[config.mk]
export PLATFORM = sky130hd
export DESIGN_NAME = llt_ctrl
export DESIGN_NICKNAME = d
export VERILOG_FILES = /design/src/rtl/llt_pkg.sv /design/src/rtl/llt_ctrl.sv
export SDC_FILE = /design/constraint.sdc
export NUM_CORES = 1
export LEC_CHECK = 0
export ABC_AREA = 1
export BUFFER_PORTS_ARGS = -buffer_cell sky130_fd_sc_hd__buf_2
export CORE_MARGIN = 10
export CORE_UTILIZATION = 40
export DETAILED_ROUTE_END_ITERATION = 8
export PLACE_DENSITY = 0.66
export SLEW_MARGIN = 40
export SYNTH_ARGS = -nofsm -noshare
export SYNTH_HDL_FRONTEND = slang
export SYNTH_SLANG_ARGS = --single-unit
export TNS_END_PERCENT = 100
[constraint.sdc]
create_clock -name clk -period 14 [get_ports clk]
set_clock_uncertainty 0.15 [all_clocks]
set_input_delay 2.8 -clock clk [delete_from_list [all_inputs] [get_ports clk]]
set_output_delay 2.8 -clock clk [all_outputs]
set_load 0.01 [all_outputs]
[src/rtl/llt_pkg.sv]
// ----------------------------------------------------------------------------
// llt_pkg
// Shared types, codes and score packing functions for the transposition table.
// ----------------------------------------------------------------------------
package llt_pkg;

  localparam int ENTRIES   = 4096;
  localparam int IDX_W     = $clog2(ENTRIES);
  localparam int DATA_W    = 58;
  localparam int CHECK_W   = 64;
  localparam int ROW_W     = CHECK_W + DATA_W;
  localparam int KEY_W     = 64;
  localparam int MOVE_W    = 28;
  localparam int OSCORE_W  = 19;
  localparam int SC_W      = 20;
  localparam int IN_DATA_W = 168;
  localparam int OUT_DATA_W = 48;

  localparam logic [15:0]       MATE_THR_RST = 16'd48000;
  localparam logic [IDX_W-1:0]  CLR_LAST     = IDX_W'(ENTRIES - 1);

  typedef enum logic [1:0] {
    OP_PROBE = 2'd0,
    OP_STORE = 2'd1,
    OP_CLEAR = 2'd2,
    OP_NONE  = 2'd3
  } op_t;

  typedef enum logic [1:0] {
    STAT_MISS  = 2'd0,
    STAT_SCORE = 2'd1,
    STAT_STORE = 2'd2,
    STAT_CLEAR = 2'd3
  } status_t;

  localparam logic [3:0] FLAG_EXACT = 4'd0;
  localparam logic [3:0] FLAG_UPPER = 4'd1;
  localparam logic [3:0] FLAG_LOWER = 4'd2;

  typedef enum logic [1:0] {
    ST_CLR,
    ST_IDLE,
    ST_PROBE
  } state_t;

  typedef struct packed {
    logic [1:0]          status;
    logic                key_match;
    logic [MOVE_W-1:0]   best_move;
    logic [OSCORE_W-1:0] score;
  } res_t;

  // store side: mate adjust away from zero, offset and pack
  function automatic logic [DATA_W-1:0] store_pack(
    input logic signed [16:0] value,
    input logic [5:0]         ply,
    input logic [7:0]         depth,
    input logic [27:0]        move,
    input logic [3:0]         flag,
    input logic [15:0]        m
  );
    logic signed [SC_W-1:0] s;
    logic signed [SC_W-1:0] pos_m;
    logic signed [SC_W-1:0] neg_m;
    logic signed [SC_W-1:0] ply_s;
    logic [SC_W-1:0]        enc;
    pos_m = $signed({4'd0, m});
    neg_m = -pos_m;
    ply_s = $signed({14'd0, ply});
    s = $signed({{3{value[16]}}, value});
    if (s < neg_m) s = s - ply_s;
    if (s > pos_m) s = s + ply_s;
    enc = s + 20'sd65000;
    return {flag, depth, enc[17:0], move};
  endfunction

  // probe side: check key, depth and bound rule
  function automatic res_t probe_eval(
    input logic [ROW_W-1:0]   row,
    input logic [KEY_W-1:0]   key,
    input logic [5:0]         ply,
    input logic signed [16:0] alpha,
    input logic signed [16:0] beta,
    input logic [7:0]         depth,
    input logic [15:0]        m
  );
    logic [DATA_W-1:0]      data;
    logic [CHECK_W-1:0]     check;
    logic signed [SC_W-1:0] s;
    logic signed [SC_W-1:0] pos_m;
    logic signed [SC_W-1:0] neg_m;
    logic signed [SC_W-1:0] ply_s;
    logic signed [SC_W-1:0] a_s;
    logic signed [SC_W-1:0] b_s;
    logic [3:0]             rflag;
    res_t                   r;
    data  = row[DATA_W-1:0];
    check = row[ROW_W-1:DATA_W];
    rflag = data[57:54];
    pos_m = $signed({4'd0, m});
    neg_m = -pos_m;
    ply_s = $signed({14'd0, ply});
    a_s   = $signed({{3{alpha[16]}}, alpha});
    b_s   = $signed({{3{beta[16]}}, beta});
    s     = $signed({2'b00, data[45:28]}) - 20'sd65000;
    r     = '0;
    r.status = STAT_MISS;
    if ((check ^ {6'd0, data}) == key) begin
      r.key_match = 1'b1;
      r.best_move = data[27:0];
      if (data[53:46] >= depth) begin
        if (s < neg_m) s = s + ply_s;
        if (s > pos_m) s = s - ply_s;
        if (rflag == FLAG_EXACT) begin
          r.status = STAT_SCORE;
          r.score  = s[OSCORE_W-1:0];
        end else if (rflag == FLAG_UPPER && s <= a_s) begin
          r.status = STAT_SCORE;
          r.score  = a_s[OSCORE_W-1:0];
        end else if (rflag == FLAG_LOWER && s >= b_s) begin
          r.status = STAT_SCORE;
          r.score  = b_s[OSCORE_W-1:0];
        end
      end
    end
    return r;
  endfunction

endpackage

[src/rtl/llt_ctrl.sv]
// ----------------------------------------------------------------------------
// llt_ctrl
// Table sequencer: probe read and evaluate, store write, clearing sweep.
// ----------------------------------------------------------------------------
module llt_ctrl
  import llt_pkg::*;
(
  input  logic               clk,
  input  logic               rst_n,
  input  logic               cfg_we,
  input  logic [15:0]        cfg_data,
  input  logic               in_valid,
  output logic               in_ready,
  input  logic [1:0]         op,
  input  logic [KEY_W-1:0]   key,
  input  logic [5:0]         ply,
  input  logic signed [16:0] alpha,
  input  logic signed [16:0] beta,
  input  logic [7:0]         depth,
  input  logic signed [16:0] value,
  input  logic [27:0]        move,
  input  logic [3:0]         bound_flag,
  input  logic               q_full,
  output logic               push,
  output res_t               push_res,
  output logic               mem_we,
  output logic [IDX_W-1:0]   mem_waddr,
  output logic [ROW_W-1:0]   mem_wdata,
  output logic               mem_re,
  output logic [IDX_W-1:0]   mem_raddr,
  input  logic [ROW_W-1:0]   mem_rdata
);

  state_t             state_r, state_nxt;
  logic [IDX_W-1:0]   clr_ptr_r, clr_ptr_nxt;
  logic               clr_op_r, clr_op_nxt;
  logic [15:0]        mate_thr_r;
  logic [KEY_W-1:0]   key_r;
  logic [5:0]         ply_r;
  logic signed [16:0] alpha_r;
  logic signed [16:0] beta_r;
  logic [7:0]         depth_r;
  logic               accept;
  logic [DATA_W-1:0]  st_data;

  assign in_ready = (state_r == ST_IDLE) && !q_full;
  assign accept   = in_valid && in_ready;
  assign st_data  = store_pack(value, ply, depth, move, bound_flag, mate_thr_r);

  always_comb begin
    state_nxt = state_r;
    case (state_r)
      ST_CLR: begin
        if (clr_ptr_r == CLR_LAST) state_nxt = ST_IDLE;
      end
      ST_IDLE: begin
        if (accept && op == OP_PROBE) state_nxt = ST_PROBE;
        else if (accept && op == OP_CLEAR) state_nxt = ST_CLR;
      end
      ST_PROBE: begin
        state_nxt = ST_IDLE;
      end
      default: begin
        state_nxt = ST_IDLE;
      end
    endcase
  end

  always_comb begin
    push        = 1'b0;
    push_res    = '0;
    mem_we      = 1'b0;
    mem_waddr   = key[IDX_W-1:0];
    mem_wdata   = {key ^ {6'd0, st_data}, st_data};
    mem_re      = 1'b0;
    mem_raddr   = key[IDX_W-1:0];
    clr_ptr_nxt = clr_ptr_r;
    clr_op_nxt  = clr_op_r;
    case (state_r)
      ST_CLR: begin
        mem_we      = 1'b1;
        mem_waddr   = clr_ptr_r;
        mem_wdata   = '0;
        clr_ptr_nxt = clr_ptr_r + 1'b1;
        if (clr_ptr_r == CLR_LAST && clr_op_r) begin
          push            = 1'b1;
          push_res.status = STAT_CLEAR;
        end
      end
      ST_IDLE: begin
        if (accept) begin
          case (op)
            OP_PROBE: begin
              mem_re = 1'b1;
            end
            OP_STORE: begin
              mem_we          = 1'b1;
              push            = 1'b1;
              push_res.status = STAT_STORE;
            end
            OP_CLEAR: begin
              clr_ptr_nxt = '0;
              clr_op_nxt  = 1'b1;
            end
            default: begin
              push = 1'b1;
            end
          endcase
        end
      end
      ST_PROBE: begin
        push     = 1'b1;
        push_res = probe_eval(mem_rdata, key_r, ply_r, alpha_r, beta_r, depth_r,
                              mate_thr_r);
      end
      default: begin
      end
    endcase
  end

  always_ff @(posedge clk) begin
    if (!rst_n) begin
      state_r    <= ST_CLR;
      clr_ptr_r  <= '0;
      clr_op_r   <= 1'b0;
      mate_thr_r <= MATE_THR_RST;
    end else begin
      state_r   <= state_nxt;
      clr_ptr_r <= clr_ptr_nxt;
      clr_op_r  <= clr_op_nxt;
      if (cfg_we) mate_thr_r <= cfg_data;
    end
  end

  always_ff @(posedge clk) begin
    if (accept) begin
      key_r   <= key;
      ply_r   <= ply;
      alpha_r <= alpha;
      beta_r  <= beta;
      depth_r <= depth;
    end
  end

endmodule

## After elaboration in Yosys (flattened, before gate mapping)

Index checks and enable logic that the tools add are counted.

| storage, ports and cells | value |
|---|---|
| register bits | 143 |
| bits of input ports | 306 |
| output and inout port bits | 200 |

| cells by class | value |
|---|---|
| $add $sub $neg | 8 |
| $lt $le $gt $ge | 7 |
| eq/ne operators | 12 |
| multiplexer cells | 43 |
| bitwise operators | 2 |
| reductions and logical operators | 16 |

Operators with widths:

| cell | count |
|---|---|
| 2-to-1 mux 20 bit | 9 |
| bitwise XOR 64 x 58 -> 64 bit | 2 |
| 2-to-1 mux 122 bit | 1 |
| 2-to-1 mux 19 bit | 4 |
| == test 64 bit | 1 |
| 2-to-1 mux 50 bit | 1 |
| 2-to-1 mux 48 bit | 1 |
| greater-than comparator 20 x 17 -> 1 bit | 2 |
| 2-to-1 mux 12 bit | 3 |
| one-hot mux 12 bit (2 select lines) | 1 |
| adder 19 x 7 -> 20 bit | 1 |
| greater-or-equal comparator 20 x 17 -> 1 bit | 1 |
| less-or-equal comparator 20 x 17 -> 1 bit | 1 |
| < comparator 17 x 20 -> 1 bit | 1 |
| < comparator 19 x 20 -> 1 bit | 1 |
| negator 16 -> 20 bit | 1 |
| subtractor 20 x 7 -> 20 bit | 1 |
| subtractor 18 x 16 -> 19 bit, second input constant | 1 |
| adder 18 x 17 -> 18 bit, second input constant | 1 |
| adder 18 x 7 -> 18 bit | 1 |
| 2-to-1 mux 18 bit | 1 |
| 2-to-1 mux 2 bit | 9 |
| subtractor 17 x 7 -> 18 bit | 1 |
| adder 12 x 1 -> 12 bit, second input constant | 1 |
| 22 further kinds | 41 |

## Depth between registers and ports, before layout

Gate-level depths: netlist of run 1.

| depth | value |
|---|---|
| depth in word-level cells | 19 |
| mapped depth | 57 |
| mapped depth without buffers | 56 |

## Worst setup path after synthesis of run 1

OpenSTA, ideal clock, no wires.

| path | value |
|---|---|
| kind | input -> output |
| start | input mem_rdata[31] |
| end | output push_res[2] (netlist bit) |
| data arrival time | 9,273 ps |
| data required time | 11,050 ps |
| path slack | 1,777 ps |
| stages | 48 |
| path buffers | 3 |
| cell sequence | inv_1 -> ha_1 -> nor2_1 -> nand3_1 -> a21boi_2 -> nand2_1 -> nor2_1 -> nand3_1 -> nand2_1 -> inv_1 -> ha_1 -> nand2_1 -> nor2_1 -> a211oi_1 -> o21ai_0 -> nand3_1 -> nand2_1 -> nand2_1 -> [12 not listed] -> nor2_1 -> nand3_1 -> nor2_1 -> nand3_1 -> nand2_1 -> nand2_1 -> ha_1 -> nand2_1 -> nor3_1 -> or3b_2 -> o2111ai_1 -> xnor2_1 -> o31ai_1 -> nand2_1 -> clkbuf_1 -> o221ai_1 -> o211ai_1 -> inv_1 |

RTL lines:

| item | line | text |
|---|---|---|
| from (decl) | llt_ctrl.sv:31 | `input logic [ROW_W-1:0] mem_rdata` |
| to (decl) | llt_ctrl.sv:25 | `output res_t push_res,` |

==> qor.csv, run 1 <==
metric;value;unit
FF+latch count, synth;143;
Yosys top cell area share;22.7;%
DIE HEIGHT;212;microns
Flop pwr share;32.3;%
status;complete, no violations;
effective utilization at floorplan;40.5;%
number of buffers created by CTS;17;
Place WS;0.400;ns
Crit Path Max Fanout;14;
final setup vio count;0;
RSZ-0062 raised after global routing;no;
root buffer cell;clkbuf_16;
minimum clock period;13.29;ns
Post-synth ARST share;0;%
Placed Cells;3003;
Residual DRC;0;
syn nets;2518;
Reg2Reg Setup Slack;11.17;ns
RR Startpoint;state_r[1]$_SDFFE_PN0P_;
grt ovf;0;
Yosys top cell by area;edfxtp_1;
Slew headroom;47.6;%
core area;0.0365;sq mm
critical path endpoint category;output port;
Slew @ Worst Pin;0.781;ns
startpoint types;input pin;
mapped cell area;0.0148;sq mm
dominant synthesized flop cell;edfxtp_1;
Clk Latency, worst-skew pair;0.46;ns
setup TNS;0;ns
Final nets;3015;
vias in the first global route;15727;
final setup margin;0.715;ns
commonest cells after routing, fill and taps aside;505 x buf_2, 402 x nand2_1, 325 x inv_1, 249 x nor2_1, 145 x ha_1;
P per Cell Area;77.9;mW/mm^2
switch share;37.4;%
period utilization;94.9;%
Leakage;9.64;nW
Worst setup endpoint;push_res[48];
Finished Layout Cells;3050;
IO Pins;506;
CTS tree;built;
number of flops mapped to enable cells by yosys;112;
Most common cell on crit path;nand2_1;
clock share of power;33.6;%
num rows;70;
CP Data Required Time;11.05;ns
slowest cell delay on critical path;0.50;ns
Max-Cap Viols;0;
HP Class;register to register;
CTS Buffer Depth;2;
Die W;212;microns
commonest non-fill, non-tap cell in the layout;buf_2;
largest net degree at the start of global routing;83;
register area share after synthesis;26.9;%
routed vias/inst;5.28;
final hold vios;0;
slowest CP cell;or3b_2;
wire per inst;22.5;microns
CP arrival;10.34;ns
Final Util;50.6;%
Final Max Tran Viols;0;
GPL Wtd Cong;1.04;
Reg2Reg Depth;12;
share of post-route cells with drive strength above 1;24.4;%
Worst R2R End;clr_ptr_r[11]$_SDFFE_PN0P_;
Iteration-0 DRC Markers;1281;
final non-filler cell area;0.0185;sq mm
routed via count;16103;
Net Switching;0.539;mW
die area;0.0451;sq mm
first-pass GRT wire length;99.1;mm
Peak Freq;75.3;MHz
post-synthesis area per instance;7.17;sq um
Design Power;1.44;mW
Distinct cells, synth;58;
Worst-path clk slew;0.07;ns
worst vdd ir;0.0930;mV
antenna violations before repair;20;
largest cells by area after synthesis;edfxtp_1 23%, ha_1 12%, nand2_1 10%, inv_1 8.3%, xnor2_1 8.2%;
Min Hold Slack;0.325;ns
cell count after synthesis;2063;
synth warn;0;
total track usage;29.6;%
final WL;68.6;mm
clk sinks;143;
Pre-antenna DRT Iters;5;
post-synthesis to final-layout area growth;25.1;%
internal power;0.901;mW
I/O Buffers;505;
Post-DRT Antenna Nets;0;
# H-tree levels;4;
placed standard-cell area;0.0178;sq mm
Crit. Startpoint;mem_rdata[31];
critical path class;input pin to output port;
dpl hpwl;58.9;mm
combinational power share;34.2;%
cell usage after synthesis (9+ instances only):
| cell type | instances |
|---|---|
| o221ai_1 | 9 |
| dfxtp_1 | 31 |
| clkbuf_1 | 24 |
| xor2_1 | 74 |
| o21ai_0 | 89 |
| buf_4 | 14 |
| inv_1 | 327 |
| nand3_1 | 111 |
| a211oi_1 | 16 |
| edfxtp_1 | 112 |
| xnor2_1 | 139 |
| nand2_1 | 405 |
| nor4_1 | 14 |
| o22ai_1 | 11 |
| ha_1 | 145 |
| a21oi_1 | 108 |
| nand4_1 | 40 |
| nor3_1 | 26 |
| nor2_1 | 251 |
kinds of logic after synthesis:
group                      share of synthesized area, %
AOI/OAI and AO/OA                                  11.2
xor gates and xnor gates                           12.7
adders and majority gates                          12.8
buffers and inverters                              10.3
DFF                                                26.9
muxes                                            0.0677
and+or+nand+nor                                    26.0
power groups by stage:
stage / sequential, mW / clock (mW) / combinational (mW)
finish: 0.464 / 0.483 / 0.492
global route: 0.465 / 0.506 / 0.547
CTS: 0.464 / 0.488 / 0.483
detailed placement: 0.474 / 0 / 0.480
global placement: 0.474 / 0 / 0.473
floorplan: 0.473 / 0 / 0.306
what timing repair did:
| action | CTS | global route |
|---|---|---|
| hold endpoints to repair | 0 | 0 |
| hold buffers | 0 | 0 |
| gates resized for setup | 0 | 12 |
| buffers inserted | 0 | 5 |
| endpoints found under the setup margin | 0 | 20 |
state kept, by name, summed over array words and instances, names as in the netlist:
name        cells
key_r          64
beta_r         17
clr_op_r        1
mate_thr_r     16
state_r         2
depth_r         8
ply_r           6
clr_ptr_r      12
alpha_r        17
layout make-up:
cell class / count / area, sq um
Sequential cell: 143 / 3980
Tap cell: 468 / 586
Inverter: 337 / 1270
Multi-Input combinational cell: 1534 / 9320
Timing Repair Buffer: 527 / 2720
Fill cell: 3687 / 18000
Antenna cell: 9 / 22.5
Clock buffer: 18 / 450
Clock inverter: 14 / 141
per-layer routing:
metal / GRT usage (%) / vias to the layer above / routed length [microns]
met5: 0 / - / 126
met4: 9.63 / 22 / 2090
met3: 8.25 / 119 / 5720
met2: 51.1 / 690 / 34100
met1: 34.5 / 7531 / 26500
li1: - / 7741 / -
critical path: cells and delay by family:
kind / cells / cell delay, ns
AND/OR/NAND/NOR: 27 / 3.35
AO/OA/AOI/OAI: 8 / 1.47
adder cells (fa/ha/maj): 5 / 1.30
buffers and inverters: 7 / 0.94
multiplexers: 1 / 0.30
XOR/XNOR: 1 / 0.15
worst min path at each step:
stage	slack, ns	from	cells after the start	endpoint
floorplan	0.29	clr_op_r$_SDFFE_PN0P_	2	clr_op_r$_SDFFE_PN0P_
CTS	0.33	clr_op_r$_SDFFE_PN0P_	2	clr_op_r$_SDFFE_PN0P_
finish	0.33	clr_op_r$_SDFFE_PN0P_	2	clr_op_r$_SDFFE_PN0P_
global route	0.35	clr_op_r$_SDFFE_PN0P_	2	clr_op_r$_SDFFE_PN0P_
detailed placement	0.31	clr_op_r$_SDFFE_PN0P_	2	clr_op_r$_SDFFE_PN0P_
global placement	0.31	clr_op_r$_SDFFE_PN0P_	2	clr_op_r$_SDFFE_PN0P_
Note: power is estimated with default switching activity, not from simulation.
==> inputs of run 2 (changes only) <==
- CORE_MARGIN: 10 -> 5
==> run 2 against run 1 <==
  * Power fell by 3.1%
  * First-iteration DRC count is 3.0% higher
  * Worst hold slack better by 0.013 ns
  * Critical endpoint unchanged
  * Largest power group unchanged
  * Highest routed layer unchanged
==> qor.csv, run 2 (same netlist as run 1, synthesis figures left out) <==
metric;value;unit;change
Top Registers;key_r: 64 flops, alpha_r: 17 flops, beta_r: 17 flops;;
Max-Cap Viols;0;;unchanged
Clk Latency, worst-skew pair;0.46;ns;about the same
Iteration-0 DRC Markers;1319;;+3.0%
total track usage;30.4;%;+0.82 points
final non-filler cell area;0.0185;sq mm;about the same
slowest cell delay on critical path;0.48;ns;-0.02 ns
Leakage;9.60;nW;-0.49%
Post-DRT Antenna Nets;0;;unchanged
Final Util;50.6;%;about the same
Design Power;1.40;mW;-3.1%
IO Pins;506;;unchanged
routed via count;16173;;+0.43%
Reg with most FFs;key_r;;
switch share;37.7;%;+0.29 points
P per Cell Area;75.5;mW/mm^2;-3.0%
hold_buf cts;0;;unchanged
Residual DRC;0;;unchanged
HP Start;clr_ptr_r[10]$_SDFFE_PN0P_;;
commonest non-fill, non-tap cell in the layout;buf_2;;
root buffer cell;clkbuf_16;;
startpoint types;input pin;;
CTS tree;built;;
max reg flops;64;;unchanged
Flop pwr share;33.3;%;+1.0 points
slowest CP cell;or3b_2;;
Slew @ Worst Pin;0.834;ns;+0.0539 ns
RR Startpoint;state_r[0]$_SDFFE_PN0P_;;
antenna violations before repair;18;;-10%
Place WS;0.334;ns;-0.0668 ns
CP Data Required Time;11.05;ns;about the same
Final Max Tran Viols;0;;unchanged
clk sinks;143;;unchanged
Fill cells;3715;;+0.76%
setup TNS;0;ns;unchanged
Slew headroom;43.8;%;-3.9 points
minimum clock period;13.31;ns;+0.0294 ns
Pre-antenna DRT Iters;6;;+1
CP arrival;10.36;ns;+0.02 ns
Crit Path Max Fanout;12;;-2
number of buffers created by CTS;17;;unchanged
critical path class;input pin to output port;;
# H-tree levels;4;;unchanged
Most common cell on crit path;nand2_1;;
DIE HEIGHT;202;microns;-4.7%
final hold vios;0;;unchanged
period utilization;95.1;%;+0.21 points
commonest cells after routing, fill and taps aside;505 x buf_2, 400 x nand2_1, 326 x inv_1, 247 x nor2_1, 144 x ha_1;;
largest net degree at the start of global routing;64;;-23%
Worst-path clk slew;0.07;ns;about the same
post-synthesis to final-layout area growth;25.0;%;about the same
vias in the first global route;15471;;-1.6%
Min Hold Slack;0.339;ns;+0.0134 ns
die area;0.0409;sq mm;-9.2%
Peak Freq;75.1;MHz;-0.22%
CTS Buffer Depth;2;;unchanged
GPL Wtd Cong;1.08;;+3.8%
internal power;0.869;mW;-3.5%
combinational power share;35.5;%;+1.3 points
Net Switching;0.526;mW;-2.4%
share of post-route cells with drive strength above 1;24.7;%;+0.29 points
placed standard-cell area;0.0178;sq mm;about the same
grt ovf;0;;unchanged
HP Class;register to register;;
first-pass GRT wire length;93.8;mm;-5.3%
final setup margin;0.686;ns;-0.0294 ns
Placed Cells;3002;;-0.033%
critical path endpoint category;output port;;
effective utilization at floorplan;40.5;%;unchanged
I/O Buffers;505;;unchanged
wire per inst;21.5;microns;-4.3%
core area;0.0365;sq mm;unchanged
final WL;65.7;mm;-4.2%
Final nets;3017;;+0.066%
Crit. Startpoint;mem_rdata[31];;
routed vias/inst;5.30;;+0.34%
worst vdd ir;0.0851;mV;-8.5%
num rows;70;;unchanged
status;complete, no violations;;
final setup vio count;0;;unchanged
clock share of power;31.2;%;-2.4 points
dpl hpwl;55.5;mm;-5.8%
Finished Layout Cells;3053;;+0.098%
Die W;202;microns;-4.7%
[run 2: cell types whose count changed in the layout (fill, tap and decap cells not counted), sizes merged]
cell / previous run / this run
clkbuf: 18 / 20
clkinvlp: 0 / 5
buf: 527 / 528
inv: 346 / 338
bufinv: 1 / 0
nor2: 261 / 262
diode: 9 / 10
clkinv: 4 / 6
[run 2: final timing paths]
kind | cells after the start | slack, ns | end
worst max-delay path | 52 | 0.69 | push_res[48]
worst min-delay path | 2 | 0.34 | clr_ptr_r[10]$_SDFFE_PN0P_
worst max register to register | 5 | 11.17 | alpha_r[16]$_DFFE_PP_
worst min register to register | 2 | 0.34 | clr_ptr_r[10]$_SDFFE_PN0P_
[run 2: critical path, delay by kind of cell]
family	cells	cell delay (ns)
AND/OR/NAND/NOR	28	3.48
buffers and inverters	11	1.39
AO/OA/AOI/OAI	8	1.38
adder cells (fa/ha/maj)	4	1.12
XOR/XNOR	1	0.17
[run 2: power groups by stage]
stage	logic [mW]	clock network, mW	registers, mW
2_1_floorplan	0.306	0	0.473
3_3_place_gp	0.466	0	0.474
3_5_place_dp	0.476	0	0.474
4_1_cts	0.480	0.443	0.465
5_1_grt	0.547	0.457	0.465
6_report	0.495	0.436	0.465
[run 2: what timing repair did]
action                                  CTS  global route
endpoints found under the setup margin    0            20
setup buffers                             0             8
gates resized for setup                   0            27
[run 2: final cells by class]
cell class / count / area [sq um] / area share [%]
antenna: 10 / 25.0 / 0.135
sequential: 143 / 3980 / 21.6
timing repair buffer: 528 / 2700 / 14.6
inverter: 337 / 1270 / 6.86
tap: 468 / 586 / 3.17
clock buffer: 20 / 437 / 2.36
multi-input combinational: 1535 / 9390 / 50.8
clock inverter: 12 / 88.8 / 0.481
[run 2: routing by layer]
layer	part of all wire, %	GRT usage (%)	vias to the layer above
li1	-	-	7752
met1	40	37.7	7580
met2	48	51.2	702
met3	8.5	7.97	125
met4	3.5	10.8	14
met5	0.11	0	-
