<file path="src/rtl/llt_pkg.sv">
// ----------------------------------------------------------------------------
// llt_pkg
// Shared types, codes and score packing functions for the transposition table.
// ----------------------------------------------------------------------------
package llt_pkg;

  localparam int ENTRIES   = 4096;
  localparam int IDX_W     = $clog2(ENTRIES);
  localparam int DATA_W    = 58;
  localparam int CHECK_W   = 64;
  localparam int ROW_W     = CHECK_W + DATA_W;
  localparam int KEY_W     = 64;
  localparam int MOVE_W    = 28;
  localparam int OSCORE_W  = 19;
  localparam int SC_W      = 20;
  localparam int IN_DATA_W = 168;
  localparam int OUT_DATA_W = 48;

  localparam logic [15:0]       MATE_THR_RST = 16'd48000;
  localparam logic [IDX_W-1:0]  CLR_LAST     = IDX_W'(ENTRIES - 1);

  typedef enum logic [1:0] {
    OP_PROBE = 2'd0,
    OP_STORE = 2'd1,
    OP_CLEAR = 2'd2,
    OP_NONE  = 2'd3
  } op_t;

  typedef enum logic [1:0] {
    STAT_MISS  = 2'd0,
    STAT_SCORE = 2'd1,
    STAT_STORE = 2'd2,
    STAT_CLEAR = 2'd3
  } status_t;

  localparam logic [3:0] FLAG_EXACT = 4'd0;
  localparam logic [3:0] FLAG_UPPER = 4'd1;
  localparam logic [3:0] FLAG_LOWER = 4'd2;

  typedef enum logic [1:0] {
    ST_CLR,
    ST_IDLE,
    ST_PROBE
  } state_t;

  typedef struct packed {
    logic [1:0]          status;
    logic                key_match;
    logic [MOVE_W-1:0]   best_move;
    logic [OSCORE_W-1:0] score;
  } res_t;

  // store side: mate adjust away from zero, offset and pack
  function automatic logic [DATA_W-1:0] store_pack(
    input logic signed [16:0] value,
    input logic [5:0]         ply,
    input logic [7:0]         depth,
    input logic [27:0]        move,
    input logic [3:0]         flag,
    input logic [15:0]        m
  );
    logic signed [SC_W-1:0] s;
    logic signed [SC_W-1:0] pos_m;
    logic signed [SC_W-1:0] neg_m;
    logic signed [SC_W-1:0] ply_s;
    logic [SC_W-1:0]        enc;
    pos_m = $signed({4'd0, m});
    neg_m = -pos_m;
    ply_s = $signed({14'd0, ply});
    s = $signed({{3{value[16]}}, value});
    if (s < neg_m) s = s - ply_s;
    if (s > pos_m) s = s + ply_s;
    enc = s + 20'sd65000;
    return {flag, depth, enc[17:0], move};
  endfunction

  // probe side: check key, depth and bound rule
  function automatic res_t probe_eval(
    input logic [ROW_W-1:0]   row,
    input logic [KEY_W-1:0]   key,
    input logic [5:0]         ply,
    input logic signed [16:0] alpha,
    input logic signed [16:0] beta,
    input logic [7:0]         depth,
    input logic [15:0]        m
  );
    logic [DATA_W-1:0]      data;
    logic [CHECK_W-1:0]     check;
    logic signed [SC_W-1:0] s;
    logic signed [SC_W-1:0] pos_m;
    logic signed [SC_W-1:0] neg_m;
    logic signed [SC_W-1:0] ply_s;
    logic signed [SC_W-1:0] a_s;
    logic signed [SC_W-1:0] b_s;
    logic [3:0]             rflag;
    res_t                   r;
    data  = row[DATA_W-1:0];
    check = row[ROW_W-1:DATA_W];
    rflag = data[57:54];
    pos_m = $signed({4'd0, m});
    neg_m = -pos_m;
    ply_s = $signed({14'd0, ply});
    a_s   = $signed({{3{alpha[16]}}, alpha});
    b_s   = $signed({{3{beta[16]}}, beta});
    s     = $signed({2'b00, data[45:28]}) - 20'sd65000;
    r     = '0;
    r.status = STAT_MISS;
    if ((check ^ {6'd0, data}) == key) begin
      r.key_match = 1'b1;
      r.best_move = data[27:0];
      if (data[53:46] >= depth) begin
        if (s < neg_m) s = s + ply_s;
        if (s > pos_m) s = s - ply_s;
        if (rflag == FLAG_EXACT) begin
          r.status = STAT_SCORE;
          r.score  = s[OSCORE_W-1:0];
        end else if (rflag == FLAG_UPPER && s <= a_s) begin
          r.status = STAT_SCORE;
          r.score  = a_s[OSCORE_W-1:0];
        end else if (rflag == FLAG_LOWER && s >= b_s) begin
          r.status = STAT_SCORE;
          r.score  = b_s[OSCORE_W-1:0];
        end
      end
    end
    return r;
  endfunction

endpackage

</file>
<file path="src/rtl/llt_out_q.sv">
// ----------------------------------------------------------------------------
// llt_out_q
// Two-entry result queue between the table control and the output stream.
// ----------------------------------------------------------------------------
module llt_out_q
  import llt_pkg::*;
(
  input  logic clk,
  input  logic rst_n,
  input  logic push,
  input  res_t push_res,
  output logic full,
  output logic out_valid,
  input  logic out_ready,
  output res_t out_res
);

  res_t       buf_r [2];
  logic       wr_ptr_r, wr_ptr_nxt;
  logic       rd_ptr_r, rd_ptr_nxt;
  logic [1:0] count_r, count_nxt;
  logic       pop;

  assign pop       = out_valid && out_ready;
  assign out_valid = count_r != 2'd0;
  assign full      = count_r == 2'd2;
  assign out_res   = buf_r[rd_ptr_r];

  always_comb begin
    wr_ptr_nxt = push ? ~wr_ptr_r : wr_ptr_r;
    rd_ptr_nxt = pop ? ~rd_ptr_r : rd_ptr_r;
    count_nxt  = count_r + {1'b0, push} - {1'b0, pop};
  end

  always_ff @(posedge clk) begin
    if (!rst_n) begin
      wr_ptr_r <= 1'b0;
      rd_ptr_r <= 1'b0;
      count_r  <= 2'd0;
    end else begin
      wr_ptr_r <= wr_ptr_nxt;
      rd_ptr_r <= rd_ptr_nxt;
      count_r  <= count_nxt;
    end
  end

  always_ff @(posedge clk) begin
    if (push) begin
      buf_r[wr_ptr_r] <= push_res;
    end
  end

endmodule

</file>
<file path="config.mk">
export PLATFORM = sky130hd
export DESIGN_NAME = llt_out_q
export DESIGN_NICKNAME = d
export VERILOG_FILES = /design/src/rtl/llt_pkg.sv /design/src/rtl/llt_out_q.sv
export SDC_FILE = /design/constraint.sdc
export NUM_CORES = 1
export LEC_CHECK = 0
export ABC_AREA = 1
export BUFFER_PORTS_ARGS = -buffer_cell sky130_fd_sc_hd__buf_2
export CORE_MARGIN = 2
export CORE_UTILIZATION = 47
export DETAILED_ROUTE_END_ITERATION = 16
export HOLD_SLACK_MARGIN = 0.05
export PLACE_DENSITY = 0.78
export RECOVER_POWER = 100
export SLEW_MARGIN = 20
export SYNTH_ARGS = -nofsm -noshare
export SYNTH_HDL_FRONTEND = slang
export SYNTH_SLANG_ARGS = --single-unit
</file>
<file path="constraint.sdc">
create_clock -name clk -period 9.2 [get_ports clk]
set_input_delay 2.3 -clock clk [delete_from_list [all_inputs] [get_ports clk]]
set_output_delay 2.3 -clock clk [all_outputs]
set_load 0.02 [all_outputs]
</file>
# After elaboration in Yosys (flattened, before gate mapping)
# Memories as Yosys holds them, arrays and structs flattened. A register that Yosys moved wholly into a read port is not among the register bits.
# Cells that the tools add are included.
# word_totals
ff_bits	4
latchBits	0
mem_bits_rw	100
mem_bits_ro	0
inputBits	54
out_inout_bits	52
elab_cells	15
n_memories	1
# memory_table
memory	words	width	read_ports	rd_ports_with_merged_regs	write_ports	line	source
buf_r	2	50	1	1	1	llt_out_q.sv:18	res_t buf_r [2];
# op_classes
n_addsub	2
n_mul	0
div_mod_pow	0
n_lt_le_gt_ge	0
eq_ne	1
shift	0
mux	4
n_bitwise	2
n_reduce_logical	2
# ops
operator	count
$mux 1	4
$add 2x1->2	1
$eq 2x2->1 const B	1
$not 1->1	2
$reduce_bool 2->1	1
$sub 2x1->2	1
$logic_and 1x1->1	1

# Depth between registers and ports, before layout
# Gate-level depths: netlist of the first run.
# logic_depth
word_depth	4
depth_mapped	10
ltp_nobuf	10

# Worst setup path after synthesis of the first run
# Ideal clock, no wire load.
# synth_timing
path_type	input to register
start	input push
end	memory buf_r[0][0] in the netlist's numbering (enable)
setup_time_ps	459
arrival_time_ps	4440
required_time_ps	8741
slack_ps	4301
path_stages	2
path_buffers	0
cell_sequence	inv_1 > nor2_1
# synth_via
elab_chain_cells	2
# synth_rtl
element	line	source
start, declared	llt_out_q.sv:10	input logic push,
$mux 1	llt_out_q.sv:48	if (push) begin
$mux 1 (implied by the code)	llt_out_q.sv:49	buf_r[wr_ptr_r] <= push_res;
end, declared	llt_out_q.sv:18	
# Every way passes these cells.

# Worst setup path after layout of the first run
# layout_timing
start	input push
end	memory buf_r[0][12] in the netlist's numbering (enable)
# Same word-level chain as after synthesis.

==> implementation parameters, run 1 <==
Parameter                              Value

Power
  Total chip power ... 1.089 mW
  Leakage component of the power ... 1.706 nW
  Worst supply voltage drop on vdd ... 0.1498 mV
  Power density over the cells ... 235.2 nW/µm²

Critical path
  Crit path cell chain ... clkbuf_1 > inv_1 > nor2_1 > clkbuf_1
  Type of origin of the critical path ... input port
  Setup CP Type ... in2reg
  Type of element capturing the critical path ... flop
  Cell occurring most often along the worst timing path ... sky130_fd_sc_hd__clkbuf_1
  Critical-path maximum fanout ... 27
  Kind of cell adding the most delay to the critical path ... simple AND/OR/NAND/NOR gates
  Critical path data arrival time ... 5.16 ns
  Slowest-stage cell, CP ... sky130_fd_sc_hd__nor2_1
  Critical path depth ... 4
  Req. time, crit path ... 9.15 ns
  Critical path buffer and inverter count ... 3
  Largest incremental delay on the critical path ... 1.48 ns
  Number of cells traversed by the worst register-to-register path ... 2

Min path
  Hold Path Depth ... 2
  Worst Hold Class ... reg2reg

Global routing
  Met3 track utilization from global routing ... 4.388%
  GRT Max-Usage Layer ... met2
  Met1 capacity usage during global routing ... 14.46%
  Total global routing overflow ... 0
  Number of antenna violations at the first check in global routing ... 0
  Via count of the first global-routing pass ... 2,040
  GR Util met2 ... 22.55%
  Overall global routing resource usage ... 12.84%
  Maximum number of pins on one net before global-route repair ... 51
  Wire length of the first global-routing pass ... 9397 µm

Placed design
  Pre-CTS setup slack ... 5.311 ns
  RePlAce Congestion ... 0.7012
  Number of buffer cells added on primary ports ... 105
  Detailed-placement wirelength estimate ... 3971 µm

Timing
  Endpoints failing setup ... 0
  Period minus WS final ... 5.210 ns
  Max-slew violation count ... 127
  Least-Margin Pin Slew ... 2.233 ns
  Smallest setup slack after layout ... 3.990 ns
  Endpoints failing hold ... 0
  Max frequency ... 191.9 MHz
  Part of the cycle the worst path needs ... 56.63%
  Tightest slew margin relative to the limit ... -49.71%
  Final setup TNS ... 0 ns
  Worst setup skew after layout ... 0.01016 ns
  RSZ-0062 raised after global routing ... false

Clock tree
  Latest clock arrival within the worst-skew pair ... 0.35 ns
  Number of gates resized after CTS ... 0
  Number of buffers added by the clock tree synthesis step ... 9
  Clock root buffer ... sky130_fd_sc_hd__clkbuf_8
  TritonCTS clock tree ... built
  Clock slew at the register clock pins of the worst setup and hold paths ... 0.09 ns
  H-tree Lvls ... 3
  Buffers from clock root to sink, at most ... 2
  Postcts setup bufs ... 0
  CTS Hold Buffers Added ... 0
  Number of clock sinks ... 105

Finish
  Proportion of layout cells with a drive suffix above 1 ... 29.55%
  Number of antenna repair diodes ... 0
  Fill cell count ... 745
  Layout Area Growth over Synthesis ... 12.90%
  Total Nets Final ... 359

Route
  Via count ... 1,968
  Routed WL per cell ... 14.68 µm
  Total length of routed wires ... 6108 µm
  First drt pass iteration count ... 4
  Via-per-instance ratio ... 4.731
  Count of routing violations after the opening detailed-route iteration ... 59
  Number of nets with antenna violations after detailed routing ... 0
  DRC ... 0

Floorplanning
  Core area ... 8593 µm²
  Die ar. ... 9493 µm²
  Count of boundary I/O pins ... 106
  Total number of placement rows ... 34
  Die outline height ... 97.43 µm
  Die W ... 97.43 µm
  Initial core utilization ... 47.74%

Run status
  Failing checks ... capacitance limit, slew limit
  Outcome ... finished with violations

Logic synthesis
  Leading post-synthesis cells by cell area ... sky130_fd_sc_hd__edfxtp_1, sky130_fd_sc_hd__mux2_4, sky130_fd_sc_hd__buf_12
  Number of synthesized register bits ... 105
  Cells after synthesis ... 192
  Post-Synthesis Net Count ... 248
  Syn_area_per_cell ... 21.37 µm²
  Fraction of synthesized cell area taken by the top area cell type ... 73.19%
  Sequential element share of the synthesized area ... 75.63%
  Library cell with the largest summed area after synthesis ... sky130_fd_sc_hd__edfxtp_1
  Synth Cell Area ... 4103 µm²
  Yosys warning total ... 0
  Count of distinct cell types in the synthesized netlist ... 11

Run
  Max-cap violations ... 3
==> registers in the layout (all words and copies together), names as in the netlist, named ones only <==
signal / flops
buf_r: 100
count_r: 2
wr_ptr_r: 1
rd_ptr_r: 1
==> metrics by stage <==
stage / instances / cell area [µm²] / utilization (%) / hold WS [ns]
3_3_place_gp: 400 / 4671 / 54.35 / 0.4859
3_5_place_dp: 400 / 4671 / 54.35 / 0.5095
5_1_grt: 416 / 4632 / 53.90 / 0.5718
4_1_cts: 416 / 4870 / 56.67 / 0.5555
2_1_floorplan: 192 / 4103 / - / 0.4675
6_report: 416 / 4632 / 53.90 / 0.5194
==> report_power, final <==
part / switching, mW / internal (mW) / leakage (nW)
clock network: 0.150 / 0.128 / 0.104
logic: 0.130 / 0.0900 / 0.622
registers: 0.0328 / 0.558 / 0.980
==> logic make-up after synthesis <==
logic type | count (synthesis) | synth area share, %
buffers and inverters | 14 | 3.446
muxes | 50 | 18.30
AOI/OAI and AO/OA | 1 | 0.1219
DFF | 105 | 75.63
adders and majority gates | 2 | 0.6098
and+or+nand+nor | 20 | 1.891
==> worst reg2reg max path, stage by stage, from the launching register on <==
cell and delay (ns):
sky130_fd_sc_hd__dfxtp_1 0.34, sky130_fd_sc_hd__nor2_1 1.50, sky130_fd_sc_hd__clkbuf_1 1.16
==> final timing paths <==
| check | start | slack (ns) | to |
|---|---|---|---|
| worst max-delay path | push | 3.99 | buf_r[0][12]$_DFFE_PP_ |
| worst min-delay path | wr_ptr_r$_SDFFE_PN0P_ | 0.52 | wr_ptr_r$_SDFFE_PN0P_ |
| worst max register to register | wr_ptr_r$_SDFFE_PN0P_ | 5.80 | buf_r[0][12]$_DFFE_PP_ |
| worst min register to register | wr_ptr_r$_SDFFE_PN0P_ | 0.52 | wr_ptr_r$_SDFFE_PN0P_ |
==> synthesized netlist by cell type <==
library cell / instances
sky130_fd_sc_hd__buf_12: 5
sky130_fd_sc_hd__nor2_1: 10
sky130_fd_sc_hd__edfxtp_1: 100
sky130_fd_sc_hd__ha_1: 2
sky130_fd_sc_hd__inv_1: 8
sky130_fd_sc_hd__buf_6: 1
sky130_fd_sc_hd__nand2_1: 8
sky130_fd_sc_hd__mux2_4: 50
sky130_fd_sc_hd__dfxtp_1: 5
sky130_fd_sc_hd__nand3_1: 2
sky130_fd_sc_hd__a21oi_1: 1
==> per-layer routing <==
layer,vias to the layer above,wire length (µm)
met5,-,0
met4,0,63
met3,7,411
met2,65,3127
met1,946,2504
li1,950,-
==> area by class of cell <==
type | count | area, µm² | area share (%)
Clock inverter | 7 | 75.07 | 1.621
Multi-Input combinational cell | 73 | 674.4 | 14.56
Clock buffer | 9 | 123.9 | 2.674
Tap cell | 108 | 135.1 | 2.917
Sequential cell | 105 | 3103 | 66.99
Inverter | 8 | 31.28 | 0.6753
Timing Repair Buffer | 106 | 489.2 | 10.56
==> cells in the final DEF, fill, tap and decap left out, drive strengths merged <==
master / synthesis / routed
inv: 8 / 10
buf: 6 / 74
clkbuf: 0 / 41
bufinv: 0 / 1
ha: 2 / 2
clkinv: 0 / 3
dfxtp: 5 / 5
a21oi: 1 / 1
edfxtp: 100 / 100
clkinvlp: 0 / 1
mux2: 50 / 50
nand3: 2 / 2
nor2: 10 / 10
nand2: 8 / 8
No activity file was read; power rests on OpenSTA's default activity.
==> run 2: changes to the inputs <==
--- a/config.mk
+++ b/config.mk
@@ -11,7 +11,7 @@
 export CORE_UTILIZATION = 47
 export DETAILED_ROUTE_END_ITERATION = 16
 export HOLD_SLACK_MARGIN = 0.05
-export PLACE_DENSITY = 0.78
+export PLACE_DENSITY = 0.81
 export RECOVER_POWER = 100
 export SLEW_MARGIN = 20
 export SYNTH_ARGS = -nofsm -noshare
==> constraint.sdc (replaced) <==
create_clock -name clk -period 4.6 [get_ports clk]
set_input_delay 1.15 -clock clk [delete_from_list [all_inputs] [get_ports clk]]
set_output_delay 1.15 -clock clk [all_outputs]
set_load 0.02 [all_outputs]
==> implementation parameters, run 2 (synthesized netlist as in run 1, its figures left out) <==
Parameter                              Value

Floorplanning
  Total number of placement rows ... 34
  Die W ... 97.43 µm
  Die outline height ... 97.43 µm
  Initial core utilization ... 47.74%
  Count of boundary I/O pins ... 106
  Core area ... 8593 µm²
  Die ar. ... 9493 µm²

Timing
  Worst setup skew after layout ... 0.01140 ns
  Least-Margin Pin Slew ... 2.190 ns
  Min Hold Slack ... 0.5275 ns
  Endpoints failing setup ... 0
  Period minus WS final ... 3.521 ns
  Max frequency ... 284.0 MHz
  Part of the cycle the worst path needs ... 76.54%
  RSZ-0062 raised after global routing ... false
  Tightest slew margin relative to the limit ... -46.56%
  Max-slew violation count ... 27
  Endpoints failing hold ... 0
  Final setup TNS ... 0 ns

Power
  Total chip power ... 2.105 mW
  Worst supply voltage drop on vdd ... 0.3402 mV
  Leakage component of the power ... 1.689 nW
  Power density over the cells ... 456.5 nW/µm²

Global routing
  Number of antenna violations at the first check in global routing ... 0
  Met1 capacity usage during global routing ... 15.56%
  Overall global routing resource usage ... 12.76%
  Total global routing overflow ... 0
  Met3 track utilization from global routing ... 2.950%
  Maximum number of pins on one net before global-route repair ... 51
  GR Util met2 ... 22.18%
  GRT Max-Usage Layer ... met2
  Wire length of the first global-routing pass ... 9356 µm
  Via count of the first global-routing pass ... 1,957

Critical path
  Kind of cell adding the most delay to the critical path ... simple AND/OR/NAND/NOR gates
  Crit path cell chain ... clkbuf_1 > inv_1 > nor2_1 > buf_4
  Setup CP Type ... in2reg
  Slowest-stage cell, CP ... sky130_fd_sc_hd__nor2_1
  Critical register-to-register path endpoint ... buf_r[0][11]$_DFFE_PP_
  Type of element capturing the critical path ... flop
  Slack of the worst reg-to-reg path ... 1.74 ns
  Critical path buffer and inverter count ... 3
  Req. time, crit path ... 4.61 ns
  Type of origin of the critical path ... input port
  Worst flop-to-flop path startpoint ... wr_ptr_r$_SDFFE_PN0P_
  Largest incremental delay on the critical path ... 1.61 ns
  Number of cells traversed by the worst register-to-register path ... 2
  Critical path data arrival time ... 3.54 ns
  Critical-path maximum fanout ... 26

Route
  Count of routing violations after the opening detailed-route iteration ... 44
  Total length of routed wires ... 6234 µm
  Via count ... 1,990
  Routed WL per cell ... 14.99 µm
  DRC ... 0
  Number of nets with antenna violations after detailed routing ... 0
  Via-per-instance ratio ... 4.784
  First drt pass iteration count ... 4

Placed design
  Detailed-placement wirelength estimate ... 4110 µm
  Number of buffer cells added on primary ports ... 105
  RePlAce Congestion ... 0.6384
  DP Area ... 4671 µm²

Finish
  Most frequent cells in the layout ... sky130_fd_sc_hd__edfxtp_1, sky130_fd_sc_hd__buf_2, sky130_fd_sc_hd__mux2_1, sky130_fd_sc_hd__clkbuf_1, sky130_fd_sc_hd__nor2_1
  Register with the highest flop count ... buf_r
  Number of antenna repair diodes ... 0
  Total Nets Final ... 359
  Layout Area Growth over Synthesis ... 12.41%
  Biggest regs ... buf_r: 100 flops, count_r: 2 flops
  Proportion of layout cells with a drive suffix above 1 ... 29.55%
  Layout Cell Area excl Fill ... 4612 µm²
  Most frequent standard cell in the layout excluding fill and tap cells ... sky130_fd_sc_hd__edfxtp_1
  Max reg flops ... 100

Clock tree
  Clock slew at the register clock pins of the worst setup and hold paths ... 0.08 ns
  Number of buffers added by the clock tree synthesis step ... 9
  Number of clock sinks ... 105
  Clock root buffer ... sky130_fd_sc_hd__clkbuf_8
  Latest clock arrival within the worst-skew pair ... 0.35 ns
  TritonCTS clock tree ... built
  H-tree Lvls ... 3
  Number of gates resized after CTS ... 0
  CTS Hold Buffers Added ... 0
  Postcts setup bufs ... 0
  Buffers from clock root to sink, at most ... 2

Run status
  Failing checks ... capacitance limit, slew limit
  Outcome ... finished with violations

Run
  Max-cap violations ... 1

Min path
  Hold Crit Start ... rd_ptr_r$_SDFFE_PN0P_
  Hold Path Depth ... 2
  Worst Hold Class ... reg2reg
[run 2: cell count changes in the layout (fill, tap and decap cells not counted), sizes merged]
cell / change
bufinv: -1
buf: -1
clkinv: -1
clkbuf: +3
clkinvlp: +2
inv: -2
[run 2: layout make-up]
cell class,instances,area (µm²)
clock inverters,5,40.04
repair buffers,106,491.7
clock buffers,11,131.4
inverters,8,31.28
flip-flops and latches,105,3104
fillers,751,3981
well taps,108,135.1
multi-input cells,73,678.2
[run 2: layer usage]
| metal | wire [µm] | vias to the layer above |
|---|---|---|
| met2 | 3222 | 79 |
| met5 | 0 | - |
| met1 | 2618 | 960 |
| met4 | 15 | 0 |
| met3 | 378 | 3 |
| li1 | - | 948 |
[run 2: where the power goes]
group	total, mW	internal [mW]	switching (mW)	leakage, nW
clock	0.489	0.200	0.289	0.0762
combinational	0.435	0.177	0.258	0.633
sequential	1.18	1.11	0.0669	0.980
[run 2: through the flow]
step,instances,util (%),setup slack (ns)
6_report,416,53.67,1.079
5_1_grt,416,53.67,0.8128
4_1_cts,416,56.35,1.544
3_5_place_dp,400,54.35,1.837
3_3_place_gp,400,54.35,1.868
2_1_floorplan,192,-,0.8510
[run 2: worst max path at each step]
stage	startpoint	end	slack [ns]	cells past startpoint
floorplan	push	buf_r[0][0]$_DFFE_PP_	0.85	2
global placement	push	buf_r[0][35]$_DFFE_PP_	1.87	4
detailed placement	push	buf_r[0][31]$_DFFE_PP_	1.84	4
CTS	flop	out_res[10]	1.54	2
global route	push	buf_r[0][26]$_DFFE_PP_	0.81	4
finish	push	buf_r[0][11]$_DFFE_PP_	1.08	4
[run 2: worst reg2reg max path, stage by stage (launching register included)]
cell and delay (ns):
sky130_fd_sc_hd__dfxtp_1 0.34, sky130_fd_sc_hd__nor2_1 1.62, sky130_fd_sc_hd__buf_4 0.56
==> run 3: changes to the inputs <==
==> constraint.sdc (replaced) <==
create_clock -name clk -period 3.1 [get_ports clk]
set_input_delay 0.775 -clock clk [delete_from_list [all_inputs] [get_ports clk]]
set_output_delay 0.775 -clock clk [all_outputs]
set_load 0.02 [all_outputs]
==> implementation parameters, run 3 (synthesized netlist as in run 1, its figures left out) <==
Parameter                              Value

Run status
  Outcome ... finished with violations
  Failing checks ... capacitance limit, slew limit

Global routing
  Maximum number of pins on one net before global-route repair ... 51
  Via count of the first global-routing pass ... 2,002
  Overall global routing resource usage ... 13.14%
  Wire length of the first global-routing pass ... 9563 µm
  Number of antenna violations at the first check in global routing ... 0
  Total global routing overflow ... 0

Finish
  Register with the highest flop count ... buf_r
  Fill cell count ... 730
  Most frequent cells in the layout ... sky130_fd_sc_hd__edfxtp_1, sky130_fd_sc_hd__clkbuf_1, sky130_fd_sc_hd__buf_2, sky130_fd_sc_hd__mux2_4, sky130_fd_sc_hd__mux2_1
  Number of antenna repair diodes ... 0
  Proportion of layout cells with a drive suffix above 1 ... 30.65%
  Layout Area Growth over Synthesis ... 15.37%
  Sequential cell area ... 3104 µm²
  Area of combinational cells with multiple inputs ... 783.3 µm²
  Most frequent standard cell in the layout excluding fill and tap cells ... sky130_fd_sc_hd__edfxtp_1
  Max reg flops ... 100
  Biggest regs ... buf_r: 100 flops, count_r: 2 flops
  Layout Cell Area excl Fill ... 4733 µm²
  Total Nets Final ... 361

Power
  Power density over the cells ... 688.0 nW/µm²
  Combinational power share ... 23.8%
  Internal power contribution ... 2.291 mW
  Power share of the clock group ... 23.7%
  Worst supply voltage drop on vdd ... 0.4087 mV
  Leakage component of the power ... 1.738 nW
  Fraction of power consumed by sequential logic ... 52.5%
  Switching power ... 965.1 µW
  Sw Share ... 29.64%

Min path
  Worst Hold Class ... reg2reg
  Hold Path Depth ... 2

Critical path
  Req. time, crit path ... 2.32 ns
  Type of origin of the critical path ... flop
  Type of element capturing the critical path ... output port
  Crit path cell chain ... buf_12 > mux2_1 > buf_2
  Critical-path maximum fanout ... 32
  Slowest-stage cell, CP ... sky130_fd_sc_hd__dfxtp_2
  Setup CP Type ... reg2out
  Largest incremental delay on the critical path ... 0.66 ns
  Critical path buffer and inverter count ... 2
  Kind of cell adding the most delay to the critical path ... flip-flops
  Number of cells traversed by the worst register-to-register path ... 2
  Critical path depth ... 3
  Critical path data arrival time ... 1.86 ns

Placed design
  RePlAce Congestion ... 0.6906
  DP Area ... 4711 µm²
  Detailed-placement wirelength estimate ... 4161 µm
  Number of buffer cells added on primary ports ... 105

Timing
  Endpoints failing hold ... 0
  Part of the cycle the worst path needs ... 84.98%
  Max-slew violation count ... 19
  Least-Margin Pin Slew ... 1.812 ns
  Period minus WS final ... 2.634 ns
  Max frequency ... 379.6 MHz
  RSZ-0062 raised after global routing ... false
  Tightest slew margin relative to the limit ... -21.27%
  Final setup TNS ... 0 ns
  Endpoints failing setup ... 0
  Worst setup skew after layout ... 0.01296 ns

Clock tree
  Buffers from clock root to sink, at most ... 2
  Number of buffers added by the clock tree synthesis step ... 9
  Number of clock sinks ... 105
  H-tree Lvls ... 3
  Number of gates resized after CTS ... 0
  CTS Hold Buffers Added ... 0
  TritonCTS clock tree ... built
  Postcts setup bufs ... 0
  Clock root buffer ... sky130_fd_sc_hd__clkbuf_8
  Latest clock arrival within the worst-skew pair ... 0.35 ns
  Clock slew at the register clock pins of the worst setup and hold paths ... 0.10 ns

Run
  Max-cap violations ... 1

Floorplanning
  Initial core utilization ... 47.74%
  Total number of placement rows ... 34
  Die outline height ... 97.43 µm
  Die W ... 97.43 µm
  Die ar. ... 9493 µm²
  Core area ... 8593 µm²
  Count of boundary I/O pins ... 106

Route
  DRC ... 0
  Count of routing violations after the opening detailed-route iteration ... 38
  Via-per-instance ratio ... 4.670
  Number of nets with antenna violations after detailed routing ... 0
  First drt pass iteration count ... 4
  Total length of routed wires ... 6251 µm
  Via count ... 1,952
  Routed WL per cell ... 14.95 µm
## run 3: per-layer routing
layer / GRT usage [%] / routed length, µm / up-vias
met5: 0 / 0 / -
met4: 4.167 / 59 / 0
met3: 5.468 / 496 / 8
met2: 21.80 / 3076 / 67
met1: 15.66 / 2619 / 921
li1: - / - / 956
## run 3: worst paths after layout
path / start / slack (ns) / end
hold reg to reg: wr_ptr_r$_SDFFE_PN0P_ / 0.52 / wr_ptr_r$_SDFFE_PN0P_
setup / recovery: flop / 0.47 / out_res[31]
setup reg to reg: wr_ptr_r$_SDFFE_PN0P_ / 0.78 / buf_r[0][2]$_DFFE_PP_
hold / removal: wr_ptr_r$_SDFFE_PN0P_ / 0.52 / wr_ptr_r$_SDFFE_PN0P_
## run 3: worst reg2reg max path, stage by stage (launching register included)
cell	delay [ns]
sky130_fd_sc_hd__dfxtp_1	0.34
sky130_fd_sc_hd__nor2_1	1.35
sky130_fd_sc_hd__buf_12	0.33
## run 3: final cells by class
type | count | share of cell area, %
Clock buffer | 9 | 2.617
Multi-Input combinational cell | 73 | 16.55
Sequential cell | 105 | 65.58
Clock inverter | 7 | 1.295
Tap cell | 108 | 2.855
Timing Repair Buffer | 108 | 10.47
Inverter | 8 | 0.6344
## run 3: per-stage QoR
stage,std cells,setup slack (ns),util [%],hold WS (ns),total power [mW]
after global routing,418,0.2934,55.08,0.5665,3.417
after detailed placement,402,0.9267,54.82,0.4957,2.620
after global placement,402,0.9397,54.82,0.4874,2.598
after floorplan,192,0.5875,-,0.4675,2.447
final,418,0.4657,55.08,0.5172,3.256
after CTS,418,0.5362,56.97,0.5185,3.384
## run 3: power by group through the flow
stage	clock, mW	sequential, mW	combinational (mW)
final	0.772	1.71	0.773
after global routing	0.860	1.72	0.834
after CTS	0.796	1.72	0.864
after detailed placement	0	1.76	0.863
after global placement	0	1.75	0.847
after floorplan	0	1.71	0.738
